===== src/design/mmsd_pkg.sv =====
package mmsd_pkg;

    // Window length register: 7 bits, one register on the config port
    localparam int CFG_KW = 7;
    localparam int CFG_AW = 3;
    localparam int CFG_DW = 32;

    // Word index of the window length register (paddr[2])
    localparam logic REG_WINDOW_LENGTH = 1'b0;

    // Commands from the sequencer to the sample ring
    typedef struct packed {
        logic wr;     // store the new sample, advance write pointer
        logic start;  // rewind the read pointer to the newest sample
        logic rd;     // read one more sample while any are left
    } t_win_cmd;

    // Status from the sample ring
    typedef struct packed {
        logic more;    // samples of this pass still to be read
        logic rvalid;  // read data valid this cycle
    } t_win_stat;

endpackage


===== src/design/mmsd_window.sv =====
module mmsd_window #(
    parameter int WINDOW_MAX   = 64,
    parameter int SAMPLE_WIDTH = 32
) (
    input  logic                              i_clk,
    input  logic                              i_rst_n,
    input  mmsd_pkg::t_win_cmd                i_cmd,
    input  logic [SAMPLE_WIDTH-1:0]           i_wdata,
    input  logic [mmsd_pkg::CFG_KW-1:0]       i_k,
    output logic [SAMPLE_WIDTH-1:0]           o_rdata,
    output logic [$clog2(WINDOW_MAX+1)-1:0]   o_seen,
    output mmsd_pkg::t_win_stat               o_stat
);

    localparam int AW = $clog2(WINDOW_MAX);
    localparam int CW = $clog2(WINDOW_MAX + 1);
    localparam int KW = mmsd_pkg::CFG_KW;
    localparam logic [AW-1:0] LAST = AW'(WINDOW_MAX - 1);
    localparam logic [CW-1:0] FULL = CW'(WINDOW_MAX);

    logic [SAMPLE_WIDTH-1:0] r_mem [WINDOW_MAX];
    logic [SAMPLE_WIDTH-1:0] r_rdata;
    logic [AW-1:0]           r_wp;
    logic [AW-1:0]           r_raddr;
    logic [KW-1:0]           r_left;
    logic [CW-1:0]           r_seen;
    logic                    r_rvalid;
    logic                    w_fire;

    // A read goes out while the pass has samples left
    assign w_fire = i_cmd.rd && (r_left != '0) && !i_cmd.start;

    // Pointers and counters
    always_ff @(posedge i_clk) begin
        if (!i_rst_n) begin
            r_wp     <= '0;
            r_raddr  <= '0;
            r_left   <= '0;
            r_seen   <= '0;
            r_rvalid <= 1'b0;
        end else begin
            r_rvalid <= w_fire;
            if (i_cmd.wr) begin
                r_wp <= (r_wp == LAST) ? '0 : r_wp + AW'(1);
                if (r_seen != FULL) begin
                    r_seen <= r_seen + CW'(1);
                end
            end
            // newest sample sits one slot behind the write pointer
            if (i_cmd.start) begin
                r_raddr <= (r_wp == '0) ? LAST : r_wp - AW'(1);
                r_left  <= i_k;
            end else if (w_fire) begin
                r_raddr <= (r_raddr == '0) ? LAST : r_raddr - AW'(1);
                r_left  <= r_left - KW'(1);
            end
        end
    end

    // Sample memory; writes come only on a transfer in, reads only during
    // the passes, so the two never touch the same cycle
    always_ff @(posedge i_clk) begin
        if (i_cmd.wr) begin
            r_mem[r_wp] <= i_wdata;
        end
        if (w_fire) begin
            r_rdata <= r_mem[r_raddr];
        end
    end

    assign o_rdata       = r_rdata;
    assign o_seen        = r_seen;
    assign o_stat.more   = (r_left != '0);
    assign o_stat.rvalid = r_rvalid;

endmodule


===== src/design/mmsd_divider.sv =====
module mmsd_divider #(
    parameter int DW = 70
) (
    input  logic                         i_clk,
    input  logic                         i_rst_n,
    input  logic                         i_start,
    input  logic [DW-1:0]                i_dividend,
    input  logic [mmsd_pkg::CFG_KW-1:0]  i_divisor,
    output logic                         o_done,
    output logic [DW-1:0]                o_quotient
);

    localparam int KW   = mmsd_pkg::CFG_KW;
    localparam int CNTW = $clog2(DW + 1);

    logic [DW-1:0]   r_num;
    logic [KW-1:0]   r_div;
    logic [KW-1:0]   r_rem;
    logic [CNTW-1:0] r_cnt;
    logic            r_busy;
    logic            r_done;
    logic [KW:0]     w_rem2;
    logic [KW:0]     w_diff;
    logic            w_ge;

    // One restoring step: next dividend bit into the remainder
    always_comb begin
        w_rem2 = {r_rem, r_num[DW-1]};
        w_ge   = (w_rem2 >= {1'b0, r_div});
        w_diff = w_rem2 - {1'b0, r_div};
    end

    // Quotient bits shift in where the dividend bits leave
    always_ff @(posedge i_clk) begin
        if (!i_rst_n) begin
            r_busy <= 1'b0;
            r_done <= 1'b0;
            r_cnt  <= '0;
            r_rem  <= '0;
            r_num  <= '0;
            r_div  <= '0;
        end else begin
            r_done <= 1'b0;
            if (i_start) begin
                r_num  <= i_dividend;
                r_div  <= i_divisor;
                r_rem  <= '0;
                r_cnt  <= CNTW'(DW);
                r_busy <= 1'b1;
            end else if (r_busy) begin
                r_num <= {r_num[DW-2:0], w_ge};
                r_rem <= w_ge ? w_diff[KW-1:0] : w_rem2[KW-1:0];
                r_cnt <= r_cnt - CNTW'(1);
                if (r_cnt == CNTW'(1)) begin
                    r_busy <= 1'b0;
                    r_done <= 1'b1;
                end
            end
        end
    end

    assign o_done     = r_done;
    assign o_quotient = r_num;

endmodule


===== src/design/mmsd_sqrt.sv =====
module mmsd_sqrt #(
    parameter int DW = 70
) (
    input  logic                  i_clk,
    input  logic                  i_rst_n,
    input  logic                  i_start,
    input  logic [DW-1:0]         i_radicand,
    output logic                  o_done,
    output logic [(DW+1)/2-1:0]   o_root
);

    localparam int RW   = (DW + 1) / 2;
    localparam int PW   = 2 * RW;
    localparam int CNTW = $clog2(RW + 1);

    logic [PW-1:0]   r_rad;
    logic [RW:0]     r_rem;
    logic [RW-1:0]   r_root;
    logic [CNTW-1:0] r_cnt;
    logic            r_busy;
    logic            r_done;
    logic [RW+2:0]   w_rem2;
    logic [RW+2:0]   w_trial;
    logic [RW+2:0]   w_diff;
    logic            w_ge;

    // One digit: bring in two radicand bits, try root*4+1
    always_comb begin
        w_rem2  = {r_rem, r_rad[PW-1:PW-2]};
        w_trial = {1'b0, r_root, 2'b01};
        w_ge    = (w_rem2 >= w_trial);
        w_diff  = w_rem2 - w_trial;
    end

    always_ff @(posedge i_clk) begin
        if (!i_rst_n) begin
            r_busy <= 1'b0;
            r_done <= 1'b0;
            r_cnt  <= '0;
            r_rad  <= '0;
            r_rem  <= '0;
            r_root <= '0;
        end else begin
            r_done <= 1'b0;
            if (i_start) begin
                r_rad  <= PW'(i_radicand);
                r_rem  <= '0;
                r_root <= '0;
                r_cnt  <= CNTW'(RW);
                r_busy <= 1'b1;
            end else if (r_busy) begin
                r_rad  <= {r_rad[PW-3:0], 2'b00};
                r_rem  <= w_ge ? w_diff[RW:0] : w_rem2[RW:0];
                r_root <= {r_root[RW-2:0], w_ge};
                r_cnt  <= r_cnt - CNTW'(1);
                if (r_cnt == CNTW'(1)) begin
                    r_busy <= 1'b0;
                    r_done <= 1'b1;
                end
            end
        end
    end

    assign o_done = r_done;
    assign o_root = r_root;

endmodule


===== src/design/moving_mean_and_std_dev.sv =====
// Channel   | Handshake                        | Payload
// ----------+----------------------------------+-------------------------------------------
// sample in | i_valid / o_ready                | i_sample (signed Q16.16)
// result    | o_valid / i_ready                | o_enough_data, o_window_mean, o_window_std_dev
// config    | psel, penable, pwrite, pready=1  | paddr, pwdata, prdata (window_length at 0)
//
// One sample at a time. Not enough data: ST_CHECK goes straight to ST_DONE;
// otherwise the sum pass, the serial divider (mean), the squares pass, the serial divider
// again (S/k) and the serial square root run before ST_DONE loads the result.
// Sum pass reads one sample a cycle, squares pass only with r_phase low (two half products).
// Reset (i_rst_n low, synchronous) clears counters, sets window_length to 1, not the memory.
// A sample is taken while a result waits on i_ready; o_ready is low until o_valid rises.
module moving_mean_and_std_dev #(
    parameter int WINDOW_MAX   = 64,
    parameter int SAMPLE_WIDTH = 32
) (
    input  logic                                i_clk,
    input  logic                                i_rst_n,
    input  logic                                i_valid,
    output logic                                o_ready,
    input  logic signed [SAMPLE_WIDTH-1:0]      i_sample,
    output logic                                o_valid,
    input  logic                                i_ready,
    output logic                                o_enough_data,
    output logic signed [SAMPLE_WIDTH-1:0]      o_window_mean,
    output logic [SAMPLE_WIDTH-1:0]             o_window_std_dev,
    input  logic                                psel,
    input  logic                                penable,
    input  logic                                pwrite,
    input  logic [mmsd_pkg::CFG_AW-1:0]         paddr,
    input  logic [mmsd_pkg::CFG_DW-1:0]         pwdata,
    output logic [mmsd_pkg::CFG_DW-1:0]         prdata,
    output logic                                pready
);

    localparam int SW   = SAMPLE_WIDTH;
    localparam int AW   = $clog2(WINDOW_MAX);
    localparam int CW   = $clog2(WINDOW_MAX + 1);
    localparam int KW   = mmsd_pkg::CFG_KW;
    localparam int CMPW = (CW > KW) ? CW : KW;
    localparam int SUMW = SW + AW + 1;
    localparam int SQW  = 2 * SW + AW;
    localparam int HW   = (SW + 1) / 2;
    localparam int PRW  = SW + HW;
    localparam int RW   = (SQW + 1) / 2;

    typedef enum logic [2:0] {
        ST_IDLE, ST_CHECK, ST_SUM, ST_MDIV, ST_SQR, ST_SDIV, ST_ROOT, ST_DONE
    } t_state;

    t_state                 r_state;
    logic [KW-1:0]          r_window_length;
    logic [KW-1:0]          r_k;
    logic                   r_enough;
    logic                   r_o_valid;
    logic                   r_o_enough;
    logic [SW-1:0]          r_o_mean;
    logic [SW-1:0]          r_o_std;
    logic                   r_phase;
    logic                   r_t2;
    logic                   r_t3;
    logic                   r_prod_vld;
    logic                   r_prod_hi;
    logic [SUMW-1:0]        r_sum;
    logic [SW-1:0]          r_mean;
    logic [SW-1:0]          r_std;
    logic [SW-1:0]          r_mag;
    logic [PRW-1:0]         r_prod;
    logic [SQW-1:0]         r_sq;

    mmsd_pkg::t_win_cmd     w_cmd;
    mmsd_pkg::t_win_stat    w_stat;
    logic [SW-1:0]          w_rdata;
    logic [CW-1:0]          w_seen;
    logic                   w_accept;
    logic                   w_cfg_wr;
    logic [KW-1:0]          w_k0;
    logic [KW-1:0]          w_k;
    logic                   w_enough;
    logic                   w_sum_neg;
    logic [SUMW-1:0]        w_sum_abs;
    logic [SQW-1:0]         w_dividend;
    logic [SQW-1:0]         w_div_q;
    logic                   w_div_done;
    logic                   w_div_start;
    logic [SW-1:0]          w_mean;
    logic [SW:0]            w_diff;
    logic [SW:0]            w_mag_full;
    logic [HW-1:0]          w_mul_b;
    logic [SQW-1:0]         w_prod_ext;
    logic                   w_sum_end;
    logic                   w_sqr_end;
    logic                   w_root_start;
    logic                   w_root_done;
    logic [RW-1:0]          w_root;
    logic                   w_out_free;

    // Config port
    assign pready   = 1'b1;
    assign w_cfg_wr = psel && penable && pwrite && pready
                      && (paddr[2] == mmsd_pkg::REG_WINDOW_LENGTH);

    always_comb begin
        case (paddr[2])
            mmsd_pkg::REG_WINDOW_LENGTH: prdata = mmsd_pkg::CFG_DW'(r_window_length);
            default:                     prdata = '0;
        endcase
    end

    // Effective k: zero reads as one, clipped to the ring depth
    always_comb begin
        w_k0 = (r_window_length == '0) ? KW'(1) : r_window_length;
        w_k  = (CMPW'(w_k0) > CMPW'(WINDOW_MAX)) ? KW'(WINDOW_MAX) : w_k0;
    end

    assign o_ready    = (r_state == ST_IDLE);
    assign w_accept   = i_valid && o_ready;
    assign w_enough   = (CMPW'(w_seen) >= CMPW'(r_k));
    assign w_out_free = !r_o_valid || i_ready;

    // Mean: divide the magnitude, restore the sign (truncates toward zero)
    assign w_sum_neg  = r_sum[SUMW-1];
    assign w_sum_abs  = w_sum_neg ? ('0 - r_sum) : r_sum;
    assign w_mean     = w_sum_neg ? ('0 - w_div_q[SW-1:0]) : w_div_q[SW-1:0];

    // Deviation magnitude |mean - sample|, fits SW bits
    assign w_diff     = {r_mean[SW-1], r_mean} - {w_rdata[SW-1], w_rdata};
    assign w_mag_full = w_diff[SW] ? ('0 - w_diff) : w_diff;

    // Square in two halves: mag*lo, then mag*hi weighted by 2^HW
    assign w_mul_b    = r_t3 ? HW'(r_mag[SW-1:HW]) : r_mag[HW-1:0];
    assign w_prod_ext = r_prod_hi ? (SQW'(r_prod) << HW) : SQW'(r_prod);

    // Pass ends once no read or product is still in flight
    assign w_sum_end    = (r_state == ST_SUM) && !w_stat.more && !w_stat.rvalid;
    assign w_sqr_end    = (r_state == ST_SQR) && !w_stat.more && !w_stat.rvalid
                          && !r_t2 && !r_t3 && !r_prod_vld;
    assign w_div_start  = w_sum_end || w_sqr_end;
    assign w_dividend   = (r_state == ST_SUM) ? SQW'(w_sum_abs) : r_sq;
    assign w_root_start = (r_state == ST_SDIV) && w_div_done;

    // Ring commands
    assign w_cmd.wr    = w_accept;
    assign w_cmd.start = ((r_state == ST_CHECK) && w_enough)
                         || ((r_state == ST_MDIV) && w_div_done);
    assign w_cmd.rd    = (r_state == ST_SUM) || ((r_state == ST_SQR) && !r_phase);

    mmsd_window #(
        .WINDOW_MAX   (WINDOW_MAX),
        .SAMPLE_WIDTH (SAMPLE_WIDTH)
    ) u_window (
        .i_clk   (i_clk),
        .i_rst_n (i_rst_n),
        .i_cmd   (w_cmd),
        .i_wdata (i_sample),
        .i_k     (r_k),
        .o_rdata (w_rdata),
        .o_seen  (w_seen),
        .o_stat  (w_stat)
    );

    mmsd_divider #(
        .DW (SQW)
    ) u_divider (
        .i_clk      (i_clk),
        .i_rst_n    (i_rst_n),
        .i_start    (w_div_start),
        .i_dividend (w_dividend),
        .i_divisor  (r_k),
        .o_done     (w_div_done),
        .o_quotient (w_div_q)
    );

    mmsd_sqrt #(
        .DW (SQW)
    ) u_sqrt (
        .i_clk      (i_clk),
        .i_rst_n    (i_rst_n),
        .i_start    (w_root_start),
        .i_radicand (w_div_q),
        .o_done     (w_root_done),
        .o_root     (w_root)
    );

    // Sequencer, config register and result register
    always_ff @(posedge i_clk) begin
        if (!i_rst_n) begin
            r_state         <= ST_IDLE;
            r_window_length <= KW'(1);
            r_k             <= KW'(1);
            r_enough        <= 1'b0;
            r_o_valid       <= 1'b0;
            r_o_enough      <= 1'b0;
            r_o_mean        <= '0;
            r_o_std         <= '0;
            r_phase         <= 1'b0;
            r_t2            <= 1'b0;
            r_t3            <= 1'b0;
            r_prod_vld      <= 1'b0;
            r_prod_hi       <= 1'b0;
        end else begin
            if (w_cfg_wr) begin
                r_window_length <= pwdata[KW-1:0];
            end
            // product pipeline tokens of the squares pass
            r_t2       <= w_stat.rvalid && (r_state == ST_SQR);
            r_t3       <= r_t2;
            r_prod_vld <= r_t2 || r_t3;
            r_prod_hi  <= r_t3;
            r_phase    <= (r_state == ST_SQR) ? !r_phase : 1'b0;

            // result taken and no new one loaded this cycle
            if (r_o_valid && i_ready && !((r_state == ST_DONE) && w_out_free)) begin
                r_o_valid <= 1'b0;
            end

            case (r_state)
                ST_IDLE: begin
                    if (w_accept) begin
                        r_k     <= w_k;
                        r_state <= ST_CHECK;
                    end
                end
                ST_CHECK: begin
                    r_enough <= w_enough;
                    r_state  <= w_enough ? ST_SUM : ST_DONE;
                end
                ST_SUM: begin
                    if (w_sum_end) begin
                        r_state <= ST_MDIV;
                    end
                end
                ST_MDIV: begin
                    if (w_div_done) begin
                        r_state <= ST_SQR;
                    end
                end
                ST_SQR: begin
                    if (w_sqr_end) begin
                        r_state <= ST_SDIV;
                    end
                end
                ST_SDIV: begin
                    if (w_div_done) begin
                        r_state <= ST_ROOT;
                    end
                end
                ST_ROOT: begin
                    if (w_root_done) begin
                        r_state <= ST_DONE;
                    end
                end
                ST_DONE: begin
                    if (w_out_free) begin
                        r_o_valid  <= 1'b1;
                        r_o_enough <= r_enough;
                        r_o_mean   <= r_mean;
                        r_o_std    <= r_std;
                        r_state    <= ST_IDLE;
                    end
                end
                default: begin
                    r_state <= ST_IDLE;
                end
            endcase
        end
    end

    // Datapath registers
    always_ff @(posedge i_clk) begin
        // running sum of the window
        if (r_state == ST_CHECK) begin
            r_sum <= '0;
        end else if ((r_state == ST_SUM) && w_stat.rvalid) begin
            r_sum <= r_sum + {{(SUMW - SW){w_rdata[SW-1]}}, w_rdata};
        end

        if ((r_state == ST_SQR) && w_stat.rvalid) begin
            r_mag <= w_mag_full[SW-1:0];
        end

        r_prod <= PRW'(r_mag) * PRW'(w_mul_b);

        // sum of squares
        if ((r_state == ST_MDIV) && w_div_done) begin
            r_sq <= '0;
        end else if (r_prod_vld) begin
            r_sq <= r_sq + w_prod_ext;
        end

        // result values; zero when the window is not yet full
        if ((r_state == ST_CHECK) && !w_enough) begin
            r_mean <= '0;
            r_std  <= '0;
        end else begin
            if ((r_state == ST_MDIV) && w_div_done) begin
                r_mean <= w_mean;
            end
            if ((r_state == ST_ROOT) && w_root_done) begin
                r_std <= w_root[SW-1:0];
            end
        end
    end

    assign o_valid          = r_o_valid;
    assign o_enough_data    = r_o_enough;
    assign o_window_mean    = $signed(r_o_mean);
    assign o_window_std_dev = r_o_std;

    // Checks
    a_short_result_zero: assert property (@(posedge i_clk) disable iff (!i_rst_n)
        (r_o_valid && !r_o_enough) |-> (r_o_mean == '0) && (r_o_std == '0))
        else $error("result without enough data carries nonzero values");

    a_read_in_pass: assert property (@(posedge i_clk) disable iff (!i_rst_n)
        w_stat.rvalid |-> $past((r_state == ST_SUM) || (r_state == ST_SQR)))
        else $error("ring read outside of a pass");

    a_prod_in_sqr: assert property (@(posedge i_clk) disable iff (!i_rst_n)
        r_prod_vld |-> (r_state == ST_SQR))
        else $error("square product left over after the squares pass");

    a_div_done_state: assert property (@(posedge i_clk) disable iff (!i_rst_n)
        w_div_done |-> ((r_state == ST_MDIV) || (r_state == ST_SDIV)))
        else $error("divider finished while no division was pending");

endmodule

===== config.mk =====
export PLATFORM = sky130hd
export DESIGN_NAME = moving_mean_and_std_dev
export DESIGN_NICKNAME = d
export VERILOG_FILES = /design/src/design/mmsd_pkg.sv /design/src/design/mmsd_window.sv /design/src/design/mmsd_divider.sv /design/src/design/mmsd_sqrt.sv /design/src/design/moving_mean_and_std_dev.sv
export SDC_FILE = /design/constraint.sdc
export NUM_CORES = 2
export LEC_CHECK = 0
export ABC_CLOCK_PERIOD_IN_PS = 9100
export BUFFER_PORTS_ARGS = -buffer_cell sky130_fd_sc_hd__buf_4
export CAP_MARGIN = 40
export CORE_ASPECT_RATIO = 1.75
export CORE_MARGIN = 2
export CORE_UTILIZATION = 40
export DETAILED_ROUTE_END_ITERATION = 12
export PLACE_DENSITY_LB_ADDON = 0.3
export SLEW_MARGIN = 20
export SYNTH_ARGS = -nofsm -noshare
export SYNTH_HDL_FRONTEND = slang
export SYNTH_HIERARCHICAL = 1
export SYNTH_SLANG_ARGS = --single-unit

===== constraint.sdc =====
create_clock -name i_clk -period 9.1 [get_ports i_clk]
set_clock_uncertainty 0.05 [all_clocks]
set_input_delay 1.82 -clock i_clk [delete_from_list [all_inputs] [get_ports i_clk]]
set_output_delay 1.82 -clock i_clk [all_outputs]
set_load 0.1 [all_outputs]

======== Word level (Yosys, flattened, before mapping) ========
Memory sizes are Yosys's and may differ from the RTL's. A register that Yosys moved wholly into a read port is not among the register bits.
Cells that the tools add are included.
word-level totals
  memory bits (writable) .................. 2048
  logic and storage cells ................. 185
  register bits ........................... 611
  output and inout port bits .............. 100
  bits of input ports ..................... 74
  memories ................................ 1
cells by class
  reductions and logical operators ........ 56
  equal/unequal tests ..................... 18
  $lt $le $gt $ge ......................... 4
  add/sub/neg operators ................... 15
  multipliers ............................. 1
  muxes and demuxes ....................... 48
  bitwise gates (word level) .............. 4
memory list
  name            words  width  rd ports  clocked after Yosys merged registers in  wr ports  RTL line           source
  u_window.r_mem  64     32     1         1                                        1         mmsd_window.sv:21  logic [SAMPLE_WIDTH-1:0] r_mem [WINDOW_MAX];
operators by type and width
  cell                                                                  number
  70-bit 2-to-1 mux                                                     5
  70-bit by 64-bit adder with 70-bit output                             1
  32-bit 2-to-1 mux                                                     2
  64-bit 2-to-1 mux                                                     1
  1-bit by 32-bit subtractor with 32-bit output (first input constant)  2
  7-bit 2-to-1 mux                                                      8
  32-bit by 16-bit multiplier with 48-bit output                        1
  6-bit 2-to-1 mux                                                      7
  39-bit adder                                                          1
  39-bit 2-to-1 mux                                                     1
  1-bit by 39-bit subtractor with 39-bit output (first input constant)  1
  38-bit by 37-bit greater-or-equal comparator with 1-bit output        1
  36-bit 2-to-1 mux                                                     1
  36-bit subtractor                                                     1
  32-bit by 32-bit subtractor with 33-bit output                        1
  1-bit logical AND                                                     24
  3-bit 2-to-1 mux                                                      8
  3-bit case mux with 8 select lines                                    1
  6-bit by 1-bit subtractor with 6-bit output (second input constant)   3
  16-bit 2-to-1 mux                                                     1
  7-bit by 1-bit subtractor with 7-bit output (second input constant)   2
  1-bit 2-to-1 mux                                                      13
  3-bit equality test (second input constant)                           4
  6-bit logical NOT                                                     2
  other kinds (25)                                                      54

======== Longest topological paths before layout ========
  depth in word-level cells ............... 9
  mapped depth ............................ 28
  mapped depth without buffers ............ 25

======== Modules after synthesis ========
Netlist, hierarchy kept.
by module, submodules not included
  module                   area an instance (sq um)  seq. area each (sq um)  cells each  instances
  mmsd_window              81359.3                   63000.4                 3748        1
  moving_mean_and_std_dev  38984.9                   7166.9                  4778        1
  mmsd_sqrt                8694.6                    2982.9                  1063        1
  mmsd_divider             4636.9                    1861.8                  538         1

======== Worst setup path before layout ========
Ideal clock, no wire load.
  kind .................................... register to register
  from .................................... register r_t3
  to ...................................... register r_prod[38]
  path slack .............................. 1.826 ns
  data required time ...................... 8.927 ns
  stages on the path, launching flop included .. 28
  data arrival time ....................... 7.100 ns
  setup time .............................. 0.123 ns
  buffers on the path ..................... 3
  clock period less this slack ............ 7.274 ns
  cell sequence ........................... dfxtp_1 > buf_1 > mux2_2 > clkbuf_1 > and2_1 > fa_1 > inv_1 > fa_1 > fa_1 > inv_1 > fa_1 > fa_1 > inv_1 > fa_1 > inv_1 > ha_1 > clkbuf_1 > a21o_1 > a21o_1 > a221o_1 > a31oi_1 > a21oi_1 > nor4_1 > o31ai_1 > and4_1 > o31ai_1 > a21oi_1 > xor2_1
on the way
  cells in the longest elaborated chain, start to end .. 2
RTL lines
  element                                         RTL line                        source
  start, declared                                 moving_mean_and_std_dev.sv:61   logic r_t3;
  start signal, assigned                          moving_mean_and_std_dev.sv:207  r_t3 <= r_t2;
  16-bit 2-to-1 mux                               moving_mean_and_std_dev.sv:131  assign w_mul_b = r_t3 ? HW'(r_mag[SW-1:HW]) : r_mag[HW-1:0];
  32-bit by 16-bit multiplier with 48-bit output  moving_mean_and_std_dev.sv:282  r_prod <= PRW'(r_mag) * PRW'(w_mul_b);
  end signal, assigned                            moving_mean_and_std_dev.sv:282
  end, declared                                   moving_mean_and_std_dev.sv:68   logic [PRW-1:0] r_prod;
Every way passes these cells.
A chain may end at the register's enable or synchronous reset.

======== Final worst setup path ========
Ends and elaborated chain as after synthesis.

==> results.rst <==
.. list-table::
   :header-rows: 1

   * - Metric
     - Value
   * - Status
     - completed
   * - Nature of the critical path startpoint
     - flip-flop
   * - Clock tree root driver cell
     - sky130_fd_sc_hd__clkbuf_16
   * - Setup repair after global routing missed its margin
     - false
   * - Clock edge transition at the registers on the reported setup and hold paths
     - approximately 0.07 ns
   * - Clk sink count
     - 2691
   * - Slew Limit Fails
     - 0
   * - Pwr dens
     - about 280 nW/um^2
   * - Initial Util
     - roughly 40%
   * - Post-cts resize count
     - 0
   * - Netlist area before placement
     - approximately 130000 sq um
   * - Die X
     - 441.0 microns
   * - Cells on Worst Hold Path
     - 2
   * - Worst setup path startpoint
     - r_t3$_SDFF_PN0_
   * - Number of vias after detailed routing
     - roughly 83000
   * - Setup fix buffers added after clock tree synthesis
     - 0
   * - Antenna violations before repair
     - 8
   * - Total of warnings raised by yosys
     - 6
   * - Distinct cells, synth
     - 105
   * - Post-detailed-placement cell area
     - approximately 140000 sq um
   * - Global-route wire length before repair
     - ~570000 microns
   * - Met1 usage in global routing
     - ~24%
   * - Total negative slack
     - 0 ns
   * - Die area
     - roughly 340000 sq um
   * - Transition time at the pin with the least slew margin
     - between 0.9 and 1 ns
   * - Number of search-and-repair iterations in the first detailed-routing pass
     - 6
   * - Highest clock rate
     - approximately 120 MHz
   * - Gr busiest metal
     - met2
   * - Number of standard-cell rows in the floorplan
     - 280
   * - Buffers added on ports
     - 120
   * - Worst setup path class
     - reg -> reg
   * - Met2 layer usage reported by global route
     - about 42%
   * - CP required
     - 9.79 ns
   * - Number of storage elements in the synthesis netlist
     - roughly 2700
   * - Share of final-layout standard cells stronger than drive strength 1
     - about 14%
   * - Startpoint of the worst register-to-register path
     - r_t3$_SDFF_PN0_
   * - Post-Synthesis Mean Instance Area
     - around 13 sq um
   * - Clock tree from TritonCTS
     - built
   * - Via/cell ratio
     - roughly 5.7
   * - Number of buffers on the longest clock path
     - 4
   * - Overall routing resource usage
     - a little under a quarter
   * - Detailed Route WL
     - 387300 microns
   * - Area of the core
     - 332500 sq um
   * - Final weighted congestion of routability-driven global placement
     - 0.9478
   * - Async set-reset flop share out of synthesis
     - 0%
   * - Arrival time at the worst endpoint
     - about 9 ns
   * - Most used flip-flop cell after synthesis
     - sky130_fd_sc_hd__edfxtp_1
   * - VDD IR max
     - about 0.00022 V
   * - Insertion delay of the later-clocked pin in the worst-skew pair
     - between 0.9 and 1 ns
   * - Post-detail-place hpwl
     - between 200000 and 300000 microns
   * - Cell area after layout
     - 147900 sq um
   * - DRC violations left
     - 0
   * - Gate Count Post-Synth
     - 10130
   * - Final cycle utilization of the critical path
     - just over 90%
   * - Period minus WS final
     - 8.468 ns
   * - Synthesis-to-finish area growth
     - 10.64%
   * - Total setup violations reported at the end of the flow
     - 0
   * - # hold bufs at CTS
     - 0
   * - Number of global-route vias before repair
     - approximately 86000
   * - Worst slew margin
     - 35.49%
   * - H-Tree Depth
     - 4
   * - Pin count of the biggest net entering global routing
     - 105
   * - Share of the yosys chip area belonging to registers
     - 56.11%
   * - Routed length per instance
     - around 26 microns
   * - FF-to-FF path depth
     - 24
   * - Number of top-level pins
     - 174
   * - MaxCap Viol Count
     - 0
   * - Final hold vios
     - 0
   * - Antenna Nets Post-Route
     - 0
   * - Total clock buffers created by CTS
     - ~250
   * - Violation count after the first detailed-routing iteration
     - approximately 6400
   * - Min-delay worst type
     - reg -> reg
   * - Grt ovf
     - 0
   * - Critical Path Sink Type
     - flip-flop
   * - Die Y
     - between 700 and 800 microns
   * - Launch point of the worst hold path
     - r_std[1]$_SDFFE_PP0P_
   * - Post-synth EDFFs
     - about 2100
   * - Leakage component of the power
     - between 0.05 and 0.06 uW
   * - Met3 usage in global routing
     - 2.201%
   * - Maximum net fanout on the critical path
     - 30
   * - NumNets Final
     - roughly 11000
path summary, 6_finish.rpt:
path / to / slack, ns
max: r_prod[38]$_DFF_P_ / 0.63
max reg2reg: r_prod[38]$_DFF_P_ / 0.63
min: r_std[1]$_SDFFE_PP0P_ / 0.41
min reg2reg: r_std[1]$_SDFFE_PP0P_ / 0.41
cell families after synthesis:
kind of cell	synth area share, %
compound gates	7.755
other cells	0.005618
simple gates	9.099
xor+xnor	1.952
fa+ha+maj	9.324
flops	56.11
mux	11.92
buf+inv	3.826
stage by stage:
stage,cells,hold slack [ns],setup slack [ns],utilization [%],total power [uW]
6_report,14740,0.4108,0.6318,44.48,41390
4_1_cts,14730,0.4104,0.6620,44.46,41630
3_5_place_dp,14290,0.3996,0.7316,42.08,31230
5_1_grt,14740,0.4205,0.3377,44.48,43210
3_3_place_gp,14270,0.4006,0.6271,41.99,31020
2_1_floorplan,10150,0.3866,1.826,-,25460
critical path, stage by stage, from the launching register on:
cell and delay, ns:
sky130_fd_sc_hd__dfxtp_2 0.68, sky130_fd_sc_hd__mux2_2 0.86, sky130_fd_sc_hd__nand2_1 0.18, sky130_fd_sc_hd__fa_1 0.54, sky130_fd_sc_hd__fa_1 0.53, sky130_fd_sc_hd__fa_1 0.52
sky130_fd_sc_hd__inv_1 0.07, sky130_fd_sc_hd__fa_1 0.50, sky130_fd_sc_hd__fa_1 0.52, sky130_fd_sc_hd__inv_1 0.06, sky130_fd_sc_hd__fa_1 0.48, sky130_fd_sc_hd__inv_1 0.04
sky130_fd_sc_hd__ha_1 0.30, sky130_fd_sc_hd__a21o_1 0.19, sky130_fd_sc_hd__a21o_1 0.17, sky130_fd_sc_hd__a221o_1 0.34, sky130_fd_sc_hd__a31oi_1 0.34, sky130_fd_sc_hd__a21oi_1 0.22
sky130_fd_sc_hd__nor4_1 0.42, sky130_fd_sc_hd__buf_4 0.19, sky130_fd_sc_hd__o31ai_1 0.14, sky130_fd_sc_hd__and4_1 0.25, sky130_fd_sc_hd__o31ai_1 0.40, sky130_fd_sc_hd__a21oi_1 0.16
sky130_fd_sc_hd__xor2_1 0.16
cell usage in the layout, fill, tap and decap left out, drive strengths merged, types with 78 or more instances in the layout:
cell	count
nand2	1113
mux4	485
dfxtp	579
nor3	78
nor2b	120
edfxtp	2112
nor2	511
mux2	80
nand3	122
a21boi	87
o21ai	388
and2	364
clkinv	99
clkbuf	301
xor2	136
xnor2	162
fa	422
mux2i	411
a21o	136
a21oi	446
ha	321
buf	357
inv	625
registers in the layout, summed over array words and instances, names as in the netlist, 35 cells and up:
signal and cells:
r_sq 70, r_prod 48, u_sqrt/r_rem 36, u_sqrt/r_rad 70, u_divider/o_quotient 70, r_sum 39
u_window/r_mem 2048, u_sqrt/o_root 35
power breakdown:
| part | internal [uW] | switching [uW] | total (uW) | leakage, uW |
|---|---|---|---|---|
| Combinational | 6370 | 10100 | 16500 | 0.0246 |
| Clock | 5730 | 4630 | 10400 | 0.00384 |
| Sequential | 13900 | 708 | 14600 | 0.0237 |
| Total | 26000 | 15400 | 41400 | 0.0522 |
synth_stat cells, drive strengths merged (162+ instances only):
| master | number | area [sq um] |
|---|---|---|
| and2 | 364 | 2277 |
| buf | 230 | 1441 |
| mux4 | 485 | 10920 |
| nor2 | 511 | 1926 |
| mux2i | 411 | 4114 |
| inv | 619 | 2323 |
| a21oi | 446 | 2247 |
| xnor2 | 162 | 1419 |
| fa | 422 | 8448 |
| nand2 | 1113 | 4190 |
| clkbuf | 357 | 1343 |
| dfxtp | 579 | 11590 |
| edfxtp | 2112 | 63420 |
| o21ai | 388 | 1942 |
| ha | 321 | 4016 |
routing by layer:
layer / vias up / wire length (microns)
met1: 43180 / 134600
met2: 2508 / 209600
li1: 36900 / -
met4: 0 / 27170
met5: - / 0
met3: 876 / 15950
cell type report:
type | count | area [sq um]
diodes | 8 | 20.02
clock buffers | 301 | 6546
clock inverters | 141 | 1370
fillers | 29530 | 184600
inverters | 621 | 2336
multi-input cells | 6252 | 54160
flip-flops and latches | 2691 | 75040
well taps | 4371 | 5469
repair buffers | 357 | 2947
Power figures use the tool's default switching activity.
